## src/rtl/core/thm_pkg.sv

```systemverilog
// Shared types and constants for the thermostat mode controller.
`timescale 1ns / 1ps

package thm_pkg;

  localparam int TEMP_W     = 12;
  localparam int REL_W      = 10;
  localparam int BLINK_W    = 16;
  localparam int TIME_W     = 32;
  localparam int CMP_W      = 14;  // temperature plus window or margin, no overflow
  localparam int CFG_ADDR_W = 3;
  localparam int CFG_DATA_W = 16;
  localparam int IN_DATA_W  = 48;
  localparam int OUT_DATA_W = 8;

  typedef enum logic [2:0] {
    MODE_IDLE = 3'd0,
    MODE_HEAT = 3'd1,
    MODE_STAB = 3'd2,
    MODE_TGT  = 3'd3,
    MODE_HOT  = 3'd4
  } mode_t;

  localparam logic [CFG_ADDR_W-1:0] CFG_HEAT_ON_BELOW    = 3'd0;
  localparam logic [CFG_ADDR_W-1:0] CFG_HEAT_OFF_AT      = 3'd1;
  localparam logic [CFG_ADDR_W-1:0] CFG_OVERHEAT_AT      = 3'd2;
  localparam logic [CFG_ADDR_W-1:0] CFG_SETPOINT         = 3'd3;
  localparam logic [CFG_ADDR_W-1:0] CFG_OVERHEAT_RELEASE = 3'd4;
  localparam logic [CFG_ADDR_W-1:0] CFG_HEAT_BLINK_MS    = 3'd5;
  localparam logic [CFG_ADDR_W-1:0] CFG_STAB_BLINK_MS    = 3'd6;
  localparam logic [CFG_ADDR_W-1:0] CFG_HOT_BLINK_MS     = 3'd7;

  localparam logic signed [TEMP_W-1:0] RST_HEAT_ON_BELOW    = 12'sd448;
  localparam logic signed [TEMP_W-1:0] RST_HEAT_OFF_AT      = 12'sd496;
  localparam logic signed [TEMP_W-1:0] RST_OVERHEAT_AT      = 12'sd560;
  localparam logic signed [TEMP_W-1:0] RST_SETPOINT         = 12'sd480;
  localparam logic [REL_W-1:0]         RST_OVERHEAT_RELEASE = 10'd32;
  localparam logic [BLINK_W-1:0]       RST_HEAT_BLINK_MS    = 16'd75;
  localparam logic [BLINK_W-1:0]       RST_STAB_BLINK_MS    = 16'd200;
  localparam logic [BLINK_W-1:0]       RST_HOT_BLINK_MS     = 16'd38;

  typedef struct packed {
    logic signed [TEMP_W-1:0] heat_on_below;
    logic signed [TEMP_W-1:0] heat_off_at;
    logic signed [TEMP_W-1:0] overheat_at;
    logic signed [TEMP_W-1:0] setpoint;
    logic [REL_W-1:0]         overheat_release;
    logic [BLINK_W-1:0]       heat_blink_ms;
    logic [BLINK_W-1:0]       stab_blink_ms;
    logic [BLINK_W-1:0]       hot_blink_ms;
  } cfg_t;

  typedef struct packed {
    mode_t mode;
    logic  led;
    logic  toggled;
  } step_t;

endpackage

```

## src/rtl/core/thm_cfg.sv

```systemverilog
// Configuration register bank for the thermostat mode controller.
`timescale 1ns / 1ps

module thm_cfg (
  input  logic                              clk,
  input  logic                              rst_n,
  input  logic                              cfg_we,
  input  logic [thm_pkg::CFG_ADDR_W-1:0]    cfg_addr,
  input  logic [thm_pkg::CFG_DATA_W-1:0]    cfg_wdata,
  output thm_pkg::cfg_t                     cfg
);

  thm_pkg::cfg_t cfg_r;

  always_ff @(posedge clk) begin
    if (!rst_n) begin
      cfg_r.heat_on_below    <= thm_pkg::RST_HEAT_ON_BELOW;
      cfg_r.heat_off_at      <= thm_pkg::RST_HEAT_OFF_AT;
      cfg_r.overheat_at      <= thm_pkg::RST_OVERHEAT_AT;
      cfg_r.setpoint         <= thm_pkg::RST_SETPOINT;
      cfg_r.overheat_release <= thm_pkg::RST_OVERHEAT_RELEASE;
      cfg_r.heat_blink_ms    <= thm_pkg::RST_HEAT_BLINK_MS;
      cfg_r.stab_blink_ms    <= thm_pkg::RST_STAB_BLINK_MS;
      cfg_r.hot_blink_ms     <= thm_pkg::RST_HOT_BLINK_MS;
    end else if (cfg_we) begin
      case (cfg_addr)
        thm_pkg::CFG_HEAT_ON_BELOW:
          cfg_r.heat_on_below <= $signed(cfg_wdata[thm_pkg::TEMP_W-1:0]);
        thm_pkg::CFG_HEAT_OFF_AT:
          cfg_r.heat_off_at <= $signed(cfg_wdata[thm_pkg::TEMP_W-1:0]);
        thm_pkg::CFG_OVERHEAT_AT:
          cfg_r.overheat_at <= $signed(cfg_wdata[thm_pkg::TEMP_W-1:0]);
        thm_pkg::CFG_SETPOINT:
          cfg_r.setpoint <= $signed(cfg_wdata[thm_pkg::TEMP_W-1:0]);
        thm_pkg::CFG_OVERHEAT_RELEASE:
          cfg_r.overheat_release <= cfg_wdata[thm_pkg::REL_W-1:0];
        thm_pkg::CFG_HEAT_BLINK_MS:
          cfg_r.heat_blink_ms <= cfg_wdata[thm_pkg::BLINK_W-1:0];
        thm_pkg::CFG_STAB_BLINK_MS:
          cfg_r.stab_blink_ms <= cfg_wdata[thm_pkg::BLINK_W-1:0];
        thm_pkg::CFG_HOT_BLINK_MS:
          cfg_r.hot_blink_ms <= cfg_wdata[thm_pkg::BLINK_W-1:0];
        default: ;
      endcase
    end
  end

  assign cfg = cfg_r;

endmodule

```

## src/rtl/core/thm_fsm.sv

```systemverilog
// Next-mode and LED decision logic for one temperature sample.
`timescale 1ns / 1ps

module thm_fsm #(
  parameter int unsigned TARGET_WINDOW = 8
) (
  input  thm_pkg::cfg_t                       cfg,
  input  logic signed [thm_pkg::TEMP_W-1:0]   temp,
  input  logic [thm_pkg::TIME_W-1:0]          now_ms,
  input  thm_pkg::mode_t                      cur_mode,
  input  logic [thm_pkg::TIME_W-1:0]          last_toggle_ms,
  input  logic                                led_level,
  output thm_pkg::step_t                      res
);

  localparam int EXT_W = thm_pkg::CMP_W - thm_pkg::TEMP_W;
  localparam int REL_EXT_W = thm_pkg::CMP_W - thm_pkg::REL_W;

  logic signed [thm_pkg::CMP_W-1:0] t_x, lo_x, hi_x, oh_x, tg_x, win_x, rel_x;
  logic signed [thm_pkg::CMP_W-1:0] win_lo, win_hi, rel_lim;
  logic [thm_pkg::TIME_W-1:0]       elapsed;
  logic [thm_pkg::BLINK_W-1:0]      interval;
  logic                             below_lo, at_hi, at_oh, in_win, below_rel, due;
  thm_pkg::mode_t                   next_mode;

  assign t_x   = $signed({{EXT_W{temp[thm_pkg::TEMP_W-1]}}, temp});
  assign lo_x  = $signed({{EXT_W{cfg.heat_on_below[thm_pkg::TEMP_W-1]}}, cfg.heat_on_below});
  assign hi_x  = $signed({{EXT_W{cfg.heat_off_at[thm_pkg::TEMP_W-1]}}, cfg.heat_off_at});
  assign oh_x  = $signed({{EXT_W{cfg.overheat_at[thm_pkg::TEMP_W-1]}}, cfg.overheat_at});
  assign tg_x  = $signed({{EXT_W{cfg.setpoint[thm_pkg::TEMP_W-1]}}, cfg.setpoint});
  assign win_x = $signed(thm_pkg::CMP_W'(TARGET_WINDOW));
  assign rel_x = $signed({{REL_EXT_W{1'b0}}, cfg.overheat_release});

  assign win_lo  = tg_x - win_x;
  assign win_hi  = tg_x + win_x;
  assign rel_lim = oh_x - rel_x;

  assign below_lo  = t_x < lo_x;
  assign at_hi     = t_x >= hi_x;
  assign at_oh     = t_x >= oh_x;
  assign in_win    = (t_x >= win_lo) && (t_x <= win_hi);
  assign below_rel = t_x < rel_lim;

  // next mode
  always_comb begin
    next_mode = cur_mode;
    case (cur_mode)
      thm_pkg::MODE_HEAT: begin
        if (at_oh) next_mode = thm_pkg::MODE_HOT;
        else if (at_hi) next_mode = thm_pkg::MODE_STAB;
      end
      thm_pkg::MODE_STAB: begin
        if (below_lo) next_mode = thm_pkg::MODE_HEAT;
        else if (at_oh) next_mode = thm_pkg::MODE_HOT;
        else if (in_win) next_mode = thm_pkg::MODE_TGT;
      end
      thm_pkg::MODE_HOT: begin
        if (below_rel) next_mode = thm_pkg::MODE_IDLE;
      end
      default: begin
        // idle and target reached share the same exits
        if (below_lo) next_mode = thm_pkg::MODE_HEAT;
        else if (at_oh) next_mode = thm_pkg::MODE_HOT;
      end
    endcase
  end

  assign elapsed = now_ms - last_toggle_ms;

  // LED outputs
  always_comb begin
    interval    = cfg.hot_blink_ms;
    res.mode    = next_mode;
    res.led     = led_level;
    res.toggled = 1'b0;
    case (next_mode)
      thm_pkg::MODE_HEAT: interval = cfg.heat_blink_ms;
      thm_pkg::MODE_STAB: interval = cfg.stab_blink_ms;
      default:            interval = cfg.hot_blink_ms;
    endcase
    due = elapsed >= {{(thm_pkg::TIME_W - thm_pkg::BLINK_W){1'b0}}, interval};
    case (next_mode)
      thm_pkg::MODE_HEAT, thm_pkg::MODE_STAB, thm_pkg::MODE_HOT: begin
        if (due) begin
          res.led     = ~led_level;
          res.toggled = 1'b1;
        end
      end
      thm_pkg::MODE_TGT: res.led = 1'b1;
      default:           res.led = 1'b0;
    endcase
  end

endmodule

```

## src/rtl/core/thermostat_mode_controller.sv

```systemverilog
// Top level of the thermostat mode controller.
`timescale 1ns / 1ps
// Usage:
//   Input channel in_*: one temperature sample per beat. in_tdata carries the
//   signed temperature and the millisecond timestamp, in_tuser the sensor
//   fault flag. A faulted beat is taken and dropped: no result, no change.
//   Result channel out_*: one beat per good sample with mode, mode change,
//   heater drive, LED level and buzzer enable.
//   Configuration: cfg_we writes cfg_wdata into register cfg_addr on the
//   clock edge; write only while no sample is in flight.
//   Path: each sample passes the input register, then the result register.
//   Throughput: one sample per cycle while results are taken; the mode, LED
//   and toggle-time state update in the same cycle the sample leaves the
//   input register, so the next sample sees it right away.
//   Stall: when out_tready is low the result holds, the input register
//   fills and in_tready drops until the result is taken.
//   Reset (rst_n low, synchronous): mode idle, LED off, toggle time zero,
//   both stages empty, registers at their default thresholds and intervals.

module thermostat_mode_controller #(
  parameter int unsigned TARGET_WINDOW = 8
) (
  input  logic                                clk,
  input  logic                                rst_n,
  // [11:0] temperature, [43:12] now_ms, [47:44] zero
  input  logic [thm_pkg::IN_DATA_W-1:0]       in_tdata,
  // [0] sensor_fault
  input  logic [0:0]                          in_tuser,
  input  logic                                in_tvalid,
  output logic                                in_tready,
  // [2:0] mode, [3] mode_changed, [4] heater_on, [5] led_on, [6] buzzer_on, [7] zero
  output logic [thm_pkg::OUT_DATA_W-1:0]      out_tdata,
  output logic                                out_tvalid,
  input  logic                                out_tready,
  input  logic                                cfg_we,
  input  logic [thm_pkg::CFG_ADDR_W-1:0]      cfg_addr,
  input  logic [thm_pkg::CFG_DATA_W-1:0]      cfg_wdata
);

  thm_pkg::cfg_t                      cfg;
  thm_pkg::step_t                     res;

  logic                               s1_valid_r;
  logic signed [thm_pkg::TEMP_W-1:0]  s1_temp_r;
  logic [thm_pkg::TIME_W-1:0]         s1_now_r;

  thm_pkg::mode_t                     mode_r, mode_nxt;
  logic                               led_r, led_nxt;
  logic [thm_pkg::TIME_W-1:0]         last_toggle_r, last_toggle_nxt;

  logic                               out_tvalid_r;
  logic [thm_pkg::OUT_DATA_W-1:0]     out_tdata_r;

  logic                               out_free, fire, in_acc;

  thm_cfg u_cfg (
    .clk       (clk),
    .rst_n     (rst_n),
    .cfg_we    (cfg_we),
    .cfg_addr  (cfg_addr),
    .cfg_wdata (cfg_wdata),
    .cfg       (cfg)
  );

  thm_fsm #(
    .TARGET_WINDOW (TARGET_WINDOW)
  ) u_fsm (
    .cfg            (cfg),
    .temp           (s1_temp_r),
    .now_ms         (s1_now_r),
    .cur_mode       (mode_r),
    .last_toggle_ms (last_toggle_r),
    .led_level      (led_r),
    .res            (res)
  );

  assign out_free  = !out_tvalid_r || out_tready;
  assign fire      = s1_valid_r && out_free;
  assign in_tready = !s1_valid_r || out_free;
  assign in_acc    = in_tvalid && in_tready;

  always_comb begin
    mode_nxt        = mode_r;
    led_nxt         = led_r;
    last_toggle_nxt = last_toggle_r;
    if (fire) begin
      mode_nxt = res.mode;
      led_nxt  = res.led;
      if (res.toggled) last_toggle_nxt = s1_now_r;
    end
  end

  always_ff @(posedge clk) begin
    if (!rst_n) begin
      s1_valid_r    <= 1'b0;
      out_tvalid_r  <= 1'b0;
      mode_r        <= thm_pkg::MODE_IDLE;
      led_r         <= 1'b0;
      last_toggle_r <= '0;
    end else begin
      // drop faulted beats at the door
      if (in_tready) s1_valid_r <= in_tvalid && !in_tuser[0];
      if (out_free) out_tvalid_r <= fire;
      mode_r        <= mode_nxt;
      led_r         <= led_nxt;
      last_toggle_r <= last_toggle_nxt;
    end
  end

  always_ff @(posedge clk) begin
    if (in_acc) begin
      s1_temp_r <= $signed(in_tdata[thm_pkg::TEMP_W-1:0]);
      s1_now_r  <= in_tdata[thm_pkg::TEMP_W +: thm_pkg::TIME_W];
    end
    if (fire) begin
      out_tdata_r <= {1'b0,
                      res.mode == thm_pkg::MODE_HOT,
                      res.led,
                      res.mode == thm_pkg::MODE_HEAT,
                      res.mode != mode_r,
                      res.mode};
    end
  end

  assign out_tvalid = out_tvalid_r;
  assign out_tdata  = out_tdata_r;

endmodule
```

## config.mk

```make
export PLATFORM = sky130hd
export DESIGN_NAME = thermostat_mode_controller
export DESIGN_NICKNAME = d
export VERILOG_FILES = /design/src/rtl/core/thm_pkg.sv /design/src/rtl/core/thm_cfg.sv /design/src/rtl/core/thm_fsm.sv /design/src/rtl/core/thermostat_mode_controller.sv
export SDC_FILE = /design/constraint.sdc
export NUM_CORES = 1
export LEC_CHECK = 0
export BUFFER_PORTS_ARGS = -buffer_cell sky130_fd_sc_hd__buf_4
export CORE_ASPECT_RATIO = 0.8
export CORE_MARGIN = 1
export CORE_UTILIZATION = 50
export CTS_BUF_LIST = sky130_fd_sc_hd__clkbuf_8 sky130_fd_sc_hd__clkbuf_16
export DETAILED_ROUTE_END_ITERATION = 10
export GPL_TIMING_DRIVEN = 0
export HOLD_SLACK_MARGIN = 0.02
export PLACE_DENSITY_LB_ADDON = 0.1
export SLEW_MARGIN = 40
export SYNTH_ARGS = -nofsm -noshare
export SYNTH_HDL_FRONTEND = slang
export SYNTH_SLANG_ARGS = --single-unit
```

## constraint.sdc

```tcl
create_clock -name clk -period 7.9 [get_ports clk]
set_input_delay 0.79 -clock clk [delete_from_list [all_inputs] [get_ports clk]]
set_output_delay 0.79 -clock clk [all_outputs]
set_load 0.03 [all_outputs]
```

==> impl_metrics.env, run 1 <==
export IMPL_initialDrtViolationCount=889
export IMPL_boundaryPins=83
export IMPL_critPathCaptureType="register"
export IMPL_antenna_left=0
export IMPL_ctsHtreeMaxLevel=4
export IMPL_synth_most_common_cell="nand2_1"
export IMPL_path_class="register to register"
export IMPL_slowest_stage="or3b_4"
export IMPL_syn_nets=1666
export IMPL_p_seq_share_pct=43.9
export IMPL_root_buffer="clkbuf_16"
export IMPL_fin_crit_sh_pct=92.6
export IMPL_die_area_mm2=0.0249
export IMPL_drc=0
export IMPL_start_util_pct=51.4
export IMPL_num_nets_final=1754
export IMPL_reg2reg_slack_ns=0.58
export IMPL_synth_edff_count=51
export IMPL_cts_buffers=17
export IMPL_synth_area_top_cells="dfxtp_1 24%, ha_1 13%, edfxtp_1 13%, nand2_1 9.6%, a21oi_1 5.8%"
export IMPL_cts_hold_buffers_added=0
export IMPL_outcome="finished, final reports clean"
export IMPL_rsz0062_at_grt="false"
export IMPL_clock_latency_ns=0.45
export IMPL_dr_pass1_iters=5
export IMPL_synth_largest_area_cell="dfxtp_1"
export IMPL_timing_rr_start="u_cfg.cfg[70]$_SDFFE_PN0P_"
export IMPL_setup_viol=0
export IMPL_fin_area_mm2=0.0138
export IMPL_n_antenna_cell=0
export IMPL_utilization_pct=58.4
export IMPL_drv_slew=0
export IMPL_rows=50
export IMPL_path_max_fanout=10
export IMPL_leakage_nw=5.60
export IMPL_holdPathEnd="u_cfg.cfg[50]$_SDFFE_PN0P_"
export IMPL_critPathLaunchType="register"
export IMPL_antenna_found_initial=0
export IMPL_worstMarginPinSlew_ns=0.819
export IMPL_p_clk_share_pct=36.7
export IMPL_cts_tree="done"
export IMPL_viasPerCell=5.52
export IMPL_synth_top_cell_area_share_pct=23.8
export IMPL_cap_violations=0
export IMPL_pwr_share_comb_pct=19.5
export IMPL_max_freq_mhz=137
export IMPL_netlist_area_mm2=0.0121
export IMPL_grtUsageTotal_pct=26.2
export IMPL_grt_max_degree=37
export IMPL_num_vias=10400
export IMPL_max_slew_margin_rel_pct=45.2
export IMPL_design_core_area_mm2=0.0236
export IMPL_hold_depth=2
export IMPL_p_total_mw=2.48
export IMPL_tns_ns=0
export IMPL_power_density_mw_per_mm2=180
export IMPL_wl_per_cell_um=17.0
export IMPL_async_flop_share_pct=0
export IMPL_hpwlAfterDp_um=23800
export IMPL_clk_pin_slew_ns=0.08
export IMPL_crit_required_ns=8.27
export IMPL_synth_ff_type="dfxtp_1"
export IMPL_worstRegToRegCells=40
export IMPL_synth_seq_cells=195
export IMPL_syn_inst=1462
export IMPL_p_sw_uw=759
export IMPL_reg2reg_to="last_toggle_r[20]$_SDFFE_PN0P_"
export IMPL_placedInstanceArea_mm2=0.0130
export IMPL_hold_ws_ns=0.454
export IMPL_swShare_pct=30.6
export IMPL_die_y_um=141
export IMPL_clock_skew_ns=0.0160
export IMPL_hp_class="register to register"
export IMPL_area_delta_synth_final_pct=13.6
export IMPL_ys_seq_area_share_pct=36.4
export IMPL_p_int_mw=1.72
export IMPL_globalRouteOverflowTotal=0
export IMPL_crit_path_frequent_cell="a21oi_1"
export IMPL_synth_cell_type_count=80
export IMPL_finalCriticalPeriod_ns=7.32
export IMPL_clock_sinks=195
export IMPL_synth_common_cells="310 x nand2_1, 144 x dfxtp_1, 140 x a21oi_1"
export IMPL_cts_max_path_buffers=2
export IMPL_finalWirelength_um=31800
export IMPL_yosysWarnings=0
export IMPL_grt_pass1_vias=9579
export IMPL_portBuffers=63
export IMPL_syn_area_per_cell_um2=8.29
export IMPL_fillers=2201
export IMPL_drive_gt1_share_pct=10.4
export IMPL_critPathMaxStageDelay_ns=0.44
export IMPL_ir_drop_mv=0.152
export IMPL_gp_congestion=0.892
export IMPL_min_from="u_cfg.cfg[50]$_SDFFE_PN0P_"
export IMPL_hold_viol_final=0
export IMPL_die_w_um=176
export IMPL_grt_pass1_wl_um=50500
export IMPL_cp_arrival_ns=7.69
cells in the final DEF (no fill, tap or decap), types with 15 or more instances in the layout:
cell type,instances
clkbuf_16,19
xnor2_1,38
nand2b_1,16
nand2_1,310
nand4_1,18
inv_1,116
a21o_1,24
edfxtp_1,51
clkbuf_1,46
nor3_1,15
o211ai_1,25
o21ai_0,40
ha_1,129
buf_4,74
nand3_1,35
mux2i_1,36
dfxtp_1,144
nor2_1,68
a21oi_1,138
power by group through the flow:
| stage | Sequential, mW | Clock (mW) | Combinational [mW] |
|---|---|---|---|
| after global routing | 1.09 | 0.968 | 0.539 |
| after CTS | 1.09 | 0.930 | 0.471 |
| after global placement | 1.11 | 0 | 0.451 |
| after floorplan | 1.10 | 0 | 0.331 |
| after detailed placement | 1.11 | 0 | 0.461 |
| final | 1.09 | 0.910 | 0.483 |
per-stage QoR:
stage	cells	setup WS, ns
detailed placement	1838	-0.652
global route	1875	0.00408
floorplan	1462	1.17
CTS	1872	0.0350
finish	1875	0.585
global placement	1837	-0.516
state kept, by name (all words and copies together), names as in the netlist:
name and cells:
u_cfg.cfg 106, out_tdata 7, s1_now_r 32, out_tvalid 1, s1_temp_r 12, mode_r 3, led_r 1, s1_valid_r 1
last_toggle_r 32
final cells by class:
cell class	instances	area (um2)	share of cell area (%)
Multi-Input combinational cell	1074	6980	50.7
Sequential cell	195	4410	32.1
Timing Repair Buffer	69	531	3.85
Clock buffer	19	475	3.45
Inverter	119	452	3.28
Tap cell	312	390	2.83
Buffer	74	380	2.76
Clock inverter	13	150	1.09
logic make-up (layout without fill, tap and decap cells):
logic type      count (synthesis)  count (layout)  share of synthesized area, %
compound gates                342             342                          18.3
mux                            38              38                          3.14
xor+xnor                       45              45                          3.25
fa+ha+maj                     131             131                          13.6
buf+inv                       193             294                          6.61
flops                         195             195                          36.4
simple gates                  517             517                          18.6
other cells                     1               1                        0.0309
worst max path at each step:
| stage | start | end | cells past startpoint |
|---|---|---|---|
| 6_report | u_cfg.cfg[70]$_SDFFE_PN0P_ | last_toggle_r[20]$_SDFFE_PN0P_ | 40 |
| 2_1_floorplan | u_cfg.cfg[70]$_SDFFE_PN0P_ | last_toggle_r[10]$_SDFFE_PN0P_ | 41 |
| 5_1_grt | u_cfg.cfg[70]$_SDFFE_PN0P_ | last_toggle_r[20]$_SDFFE_PN0P_ | 40 |
| 3_3_place_gp | u_cfg.cfg[70]$_SDFFE_PN0P_ | last_toggle_r[28]$_SDFFE_PN0P_ | 38 |
| 4_1_cts | u_cfg.cfg[70]$_SDFFE_PN0P_ | last_toggle_r[19]$_SDFFE_PN0P_ | 40 |
| 3_5_place_dp | u_cfg.cfg[70]$_SDFFE_PN0P_ | last_toggle_r[19]$_SDFFE_PN0P_ | 38 |
per-layer routing:
layer	up-vias	wire length, um	GRT usage (%)
li1	5238	-	-
met1	4838	16800	40.5
met2	249	12900	37.2
met3	26	1910	5.39
met4	0	242	5.03
met5	-	0	0
what timing repair did:
item                       4_1_cts  5_1_grt
buffers inserted                 2        3
pin swaps                        3       14
setup endpoints to repair       34       34
gates resized for setup          9       21
worst max-delay path: cells and delay by family, from the launching register on:
kind | cells | cell delay [ns]
AOI/OAI and AO/OA | 19 | 3.38
and+or+nand+nor | 9 | 1.33
adders and majority gates | 4 | 0.98
buffers and inverters | 6 | 0.70
muxes | 2 | 0.47
DFF | 1 | 0.33
No activity file was read; power rests on OpenSTA's default activity.
==> run 2, diff against run 1 <==
SYNTH_HIERARCHICAL = 1   (was not set)
==> impl_metrics.env, run 2 <==
export IMPL_outcome="finished, final reports clean"
export IMPL_rows=51
export IMPL_grt_pass1_wl_um=50700
export IMPL_antenna_left=0
export IMPL_clock_latency_ns=0.45
export IMPL_setup_viol=0
export IMPL_gp_congestion=0.937
export IMPL_synth_common_cells="210 x nand2_1, 145 x mux2i_1, 144 x dfxtp_1"
export IMPL_hold_depth=2
export IMPL_num_nets_final=1651
export IMPL_finalCriticalPeriod_ns=7.26
export IMPL_die_w_um=179
export IMPL_synth_seq_cells=195
export IMPL_p_int_mw=1.73
export IMPL_largest_register_ffs=106
export IMPL_ctsHtreeMaxLevel=4
export IMPL_layout_cells_non_filler=1778
export IMPL_ys_seq_area_share_pct=35.2
export IMPL_clock_skew_ns=0.0144
export IMPL_drt_met1_wl_um=17100
export IMPL_synth_most_common_cell="nand2_1"
export IMPL_n_antenna_cell=0
export IMPL_met3_length_um=1640
export IMPL_routed_top_layer="met4"
export IMPL_viasPerCell=5.58
export IMPL_critPathBufInv=4
export IMPL_hold_viol_final=0
export IMPL_async_flop_share_pct=0
export IMPL_clk_pin_slew_ns=0.08
export IMPL_cap_violations=0
export IMPL_max_slew_margin_rel_pct=49.4
export IMPL_synth_edff_count=51
export IMPL_holdPathEnd="last_toggle_r[24]$_SDFFE_PN0P_"
export IMPL_p_seq_share_pct=43.5
export IMPL_min_from="last_toggle_r[24]$_SDFFE_PN0P_"
export IMPL_utilization_pct=57.9
export IMPL_syn_inst=1351
export IMPL_synth_ff_type="dfxtp_1"
export IMPL_leakage_nw=6.07
export IMPL_dr_pass1_iters=6
export IMPL_drive_gt1_share_pct=12.6
export IMPL_rsz0062_at_grt="false"
export IMPL_p_sw_uw=768
export IMPL_max_freq_mhz=138
export IMPL_synth_top_cell_area_share_pct=23.0
export IMPL_synth_cell_type_count=85
export IMPL_wl_met2_um=12600
export IMPL_worstMarginPinSlew_ns=0.741
export IMPL_path_class="register to register"
export IMPL_drc=0
export IMPL_pwr_share_comb_pct=19.9
export IMPL_die_y_um=144
export IMPL_fin_crit_sh_pct=91.9
export IMPL_hpwlAfterDp_um=24100
export IMPL_slowest_stage="dfxtp_1"
export IMPL_antenna_found_initial=0
export IMPL_final_cell_mix="210 x nand2_1, 145 x mux2i_1, 144 x dfxtp_1"
export IMPL_power_density_mw_per_mm2=177
export IMPL_syn_nets=1555
export IMPL_synth_largest_area_cell="dfxtp_1"
export IMPL_root_buffer="clkbuf_16"
export IMPL_cp_arrival_ns=7.60
export IMPL_swShare_pct=30.7
export IMPL_clock_sinks=195
export IMPL_hp_class="register to register"
export IMPL_crit_path_frequent_cell="a21oi_1"
export IMPL_boundaryPins=83
export IMPL_timing_rr_start="u_cfg/cfg[49]$_SDFFE_PN0P_"
export IMPL_yosysWarnings=6
export IMPL_worstRegToRegCells=36
export IMPL_drv_slew=0
export IMPL_p_clk_share_pct=36.5
export IMPL_critPathCaptureType="register"
export IMPL_ir_drop_mv=0.157
export IMPL_num_vias=9923
export IMPL_initialDrtViolationCount=608
export IMPL_dp_cells=1746
export IMPL_final_common_cell="nand2_1"
export IMPL_crit_required_ns=8.24
export IMPL_cts_tree="done"
export IMPL_area_delta_synth_final_pct=12.9
export IMPL_design_core_area_mm2=0.0244
export IMPL_reg2reg_slack_ns=0.64
export IMPL_reg2reg_to="last_toggle_r[0]$_SDFFE_PN0P_"
export IMPL_grt_pass1_vias=9435
export IMPL_start_util_pct=51.2
export IMPL_finalWirelength_um=31600
export IMPL_critPathLaunchType="register"
export IMPL_synth_area_top_cells="dfxtp_1 23%, ha_1 13%, edfxtp_1 12%, mux2i_1 12%, nand2_1 6.3%"
export IMPL_cts_max_path_buffers=2
export IMPL_globalRouteOverflowTotal=0
export IMPL_die_area_mm2=0.0257
export IMPL_critPathMaxStageDelay_ns=0.33
export IMPL_portBuffers=76
export IMPL_cts_buffers=17
export IMPL_grtUsageTotal_pct=25.7
export IMPL_grt_max_degree=33
export IMPL_wl_per_cell_um=17.8
export IMPL_syn_area_per_cell_um2=9.27
export IMPL_netlist_area_mm2=0.0125
export IMPL_path_delay_family="compound AO/OA/AOI/OAI gates"
export IMPL_path_max_fanout=14
## run 2: cell count changes in the layout (fill, tap and decap cells not counted), sizes merged, moves of 13 or more
cell,before,now
a21oi,141,50
mux2i,38,145
inv,126,109
clkbuf,76,42
o211ai,25,12
nand3,35,18
o22ai,0,16
buf,86,116
o22a,1,18
nor2,71,38
nand2,310,211
nor2b,10,46
## run 2: worst register-to-register path: cells and delay by family, from the launching register on
family,cells,cell delay [ns]
AO/OA/AOI/OAI,21,3.89
XOR/XNOR,1,0.10
adder cells (fa/ha/maj),3,0.88
buffers and inverters,4,0.86
flip-flops,1,0.33
multiplexers,1,0.13
AND/OR/NAND/NOR,6,0.92
## run 2: repair_timing
item,CTS,global route
hold buffers,0,0
buffers inserted,0,0
gates resized for setup,0,6
setup endpoints to repair,0,34
hold endpoints to repair,0,0
## run 2: cell type report
class	count	area, um2
well taps	318	398
inverters	104	390
plain buffers	64	363
repair buffers	77	591
clock buffers	17	425
multi-input cells	988	7360
clock inverters	15	194
flip-flops and latches	195	4410
fillers	2192	10300
## run 2: worst max path at each step
stage | slack (ns) | cells after the start | to | from
4_1_cts | 0.26 | 36 | last_toggle_r[27]$_SDFFE_PN0P_ | u_cfg/cfg[49]$_SDFFE_PN0P_
6_report | 0.64 | 36 | last_toggle_r[0]$_SDFFE_PN0P_ | u_cfg/cfg[49]$_SDFFE_PN0P_
3_3_place_gp | -0.03 | 36 | last_toggle_r[0]$_SDFFE_PN0P_ | u_cfg/cfg[49]$_SDFFE_PN0P_
5_1_grt | 0.01 | 36 | last_toggle_r[19]$_SDFFE_PN0P_ | u_cfg/cfg[49]$_SDFFE_PN0P_
3_5_place_dp | 0.31 | 36 | last_toggle_r[26]$_SDFFE_PN0P_ | u_cfg/cfg[49]$_SDFFE_PN0P_
2_1_floorplan | 1.57 | 38 | last_toggle_r[0]$_SDFFE_PN0P_ | u_cfg/cfg[70]$_SDFFE_PN0P_
## run 2: logic make-up after synthesis
family          Yosys count  synth area share (%)
xor+xnor                 42                  2.94
flops                   195                  35.2
simple gates            416                  16.5
other cells               1                0.0299
buf+inv                 168                  5.97
fa+ha+maj               131                  13.2
mux                     145                  11.6
compound gates          253                  14.5
## run 2: power groups by stage
stage	combinational, mW	clock (mW)	sequential, mW
3_5_place_dp	0.488	0	1.11
3_3_place_gp	0.478	0	1.11
5_1_grt	0.554	0.971	1.09
4_1_cts	0.493	0.930	1.09
6_report	0.497	0.913	1.09
2_1_floorplan	0.347	0	1.10
## run 2: stage by stage
step / total power, mW / TNS, ns / hold slack [ns] / worst slack [ns] / instance area (um2)
3_3_place_gp: 1.59 / -0.494 / 0.442 / -0.0291 / 13500
3_5_place_dp: 1.60 / 0 / 0.447 / 0.308 / 13500
2_1_floorplan: 1.45 / 0 / 0.435 / 1.57 / 12500
5_1_grt: 2.62 / 0 / 0.478 / 0.0144 / 14100
6_report: 2.50 / 0 / 0.459 / 0.636 / 14100
4_1_cts: 2.51 / 0 / 0.460 / 0.255 / 14100
## run 2: metal layers
metal / vias to the layer above / global-route usage, %
li1: 4974 / -
met1: 4710 / 40.1
met2: 221 / 36.1
met3: 18 / 4.15
met4: 0 / 6.02
met5: - / 0
==> run 3, diff against run 2 <==
clock period = 7.5 ns   (was 7.9 ns; I/O delays follow)
==> impl_metrics.env, run 3 (synthesis results as in run 2) <==
export IMPL_boundaryPins=83
export IMPL_outcome="finished, final reports clean"
export IMPL_setup_viol=0
export IMPL_final_common_cell="nand2_1"
export IMPL_grt_max_degree=33
export IMPL_clk_pin_slew_ns=0.08
export IMPL_dr_pass1_iters=5
export IMPL_cts_buffers=17
export IMPL_p_sw_uw=811
export IMPL_antenna_found_initial=0
export IMPL_timing_rr_start="u_cfg/cfg[70]$_SDFFE_PN0P_"
export IMPL_hpwlAfterDp_um=24100
export IMPL_clock_skew_ns=0.0148
export IMPL_fillers=2190
export IMPL_finalWirelength_um=31700
export IMPL_p_total_mw=2.64
export IMPL_pwr_share_comb_pct=20.1
export IMPL_finalCriticalPeriod_ns=6.99
export IMPL_power_density_mw_per_mm2=186
export IMPL_wl_per_cell_um=17.8
export IMPL_p_seq_share_pct=43.5
export IMPL_max_slew_margin_rel_pct=49.3
export IMPL_area_delta_synth_final_pct=13.1
export IMPL_startpoint="u_cfg/cfg[70]$_SDFFE_PN0P_"
export IMPL_design_core_area_mm2=0.0244
export IMPL_start_util_pct=51.2
export IMPL_clock_latency_ns=0.45
export IMPL_drc=0
export IMPL_grtUsageTotal_pct=25.7
export IMPL_register_area_mm2=0.00441
export IMPL_path_class="register to register"
export IMPL_clock_sinks=195
export IMPL_fin_area_mm2=0.0142
export IMPL_hold_ws_ns=0.459
export IMPL_num_nets_final=1651
export IMPL_antenna_left=0
export IMPL_grt_pass1_vias=9435
export IMPL_worstMarginPinSlew_ns=0.741
export IMPL_slowest_stage="fa_1"
export IMPL_largest_register_ffs=106
export IMPL_num_vias=9925
export IMPL_n_antenna_cell=0
export IMPL_die_area_mm2=0.0257
export IMPL_critPathCaptureType="register"
export IMPL_crit_required_ns=7.84
export IMPL_viasPerCell=5.58
export IMPL_portBuffers=76
export IMPL_swShare_pct=30.8
export IMPL_drive_gt1_share_pct=13.1
export IMPL_grt_pass1_wl_um=50700
export IMPL_min_from="last_toggle_r[24]$_SDFFE_PN0P_"
export IMPL_hp_class="register to register"
export IMPL_cp_arrival_ns=7.33
export IMPL_ir_drop_mv=0.165
export IMPL_placedInstanceArea_mm2=0.0135
export IMPL_globalRouteOverflowTotal=0
export IMPL_path_max_fanout=10
export IMPL_reg2reg_slack_ns=0.51
export IMPL_hold_viol_final=0
export IMPL_cap_violations=0
export IMPL_leakage_nw=6.07
export IMPL_gp_congestion=0.937
export IMPL_critPathMaxStageDelay_ns=0.42
export IMPL_cts_max_path_buffers=2
export IMPL_initialDrtViolationCount=657
export IMPL_critPathLaunchType="register"
export IMPL_dp_cells=1746
export IMPL_p_int_mw=1.82
export IMPL_fin_crit_sh_pct=93.3
export IMPL_rows=51
export IMPL_ctsHtreeMaxLevel=4
export IMPL_die_w_um=179
export IMPL_layout_cells_non_filler=1778
export IMPL_multi_input_area_mm2=0.00739
export IMPL_cts_setup_buffers=0
export IMPL_die_y_um=144
export IMPL_p_clk_share_pct=36.5
export IMPL_root_buffer="clkbuf_16"
export IMPL_cts_tree="done"
export IMPL_final_cell_mix="210 x nand2_1, 145 x mux2i_1, 144 x dfxtp_1"
export IMPL_max_freq_mhz=143
export IMPL_drv_slew=0
[run 3: final timing paths]
path	to	cells after the start
worst min-delay path	last_toggle_r[24]$_SDFFE_PN0P_	2
worst min register to register	last_toggle_r[24]$_SDFFE_PN0P_	2
worst max register to register	last_toggle_r[25]$_SDFFE_PN0P_	41
worst max-delay path	last_toggle_r[25]$_SDFFE_PN0P_	41
[run 3: metrics by stage]
step                      setup TNS, ns  util [%]  setup WS (ns)
after floorplan                       0         -           1.17
after global placement           -13.59      55.2         -0.429
after detailed placement          -2.35      55.3        -0.0917
after CTS                             0      57.9          0.213
after global routing             -0.119      58.0        -0.0188
final                                 0      58.0          0.506
[run 3: timing repair]
item | CTS | global route
setup endpoints to repair | 31 | 34
gates resized for setup | 2 | 13
endpoints found under the hold margin | 0 | 0
hold buffers | 0 | 0
pin swaps | 0 | 3
[run 3: cell type report]
class | count | area share [%]
well taps | 318 | 2.81
repair buffers | 77 | 4.17
flip-flops and latches | 195 | 31.2
multi-input cells | 988 | 52.2
clock buffers | 17 | 3.00
clock inverters | 15 | 1.37
inverters | 104 | 2.76
plain buffers | 64 | 2.59
[run 3: critical path: cells and delay by family, from the launching register on]
family | cells | cell delay, ns
XOR/XNOR | 1 | 0.14
AND/OR/NAND/NOR | 12 | 1.70
adder cells (fa/ha/maj) | 4 | 1.12
multiplexers | 1 | 0.12
AO/OA/AOI/OAI | 18 | 2.81
flip-flops | 1 | 0.34
buffers and inverters | 5 | 0.62
[run 3: routing by layer]
metal  wire length [um]  global-route usage, %  share of wire, %  up-vias
li1                   -                      -                 -     4968
met1              16800                   40.1                53     4709
met2              12600                   36.1                40      228
met3               1910                   4.15               6.0       20
met4                317                   6.02               1.0        0
met5                  0                      0                 0        -
[run 3: power groups by stage]
| stage | clock, mW | combinational [mW] | sequential (mW) |
|---|---|---|---|
| floorplan | 0 | 0.365 | 1.16 |
| global placement | 0 | 0.504 | 1.17 |
| detailed placement | 0 | 0.514 | 1.17 |
| CTS | 0.979 | 0.520 | 1.15 |
| global route | 1.02 | 0.589 | 1.15 |
| finish | 0.961 | 0.529 | 1.15 |
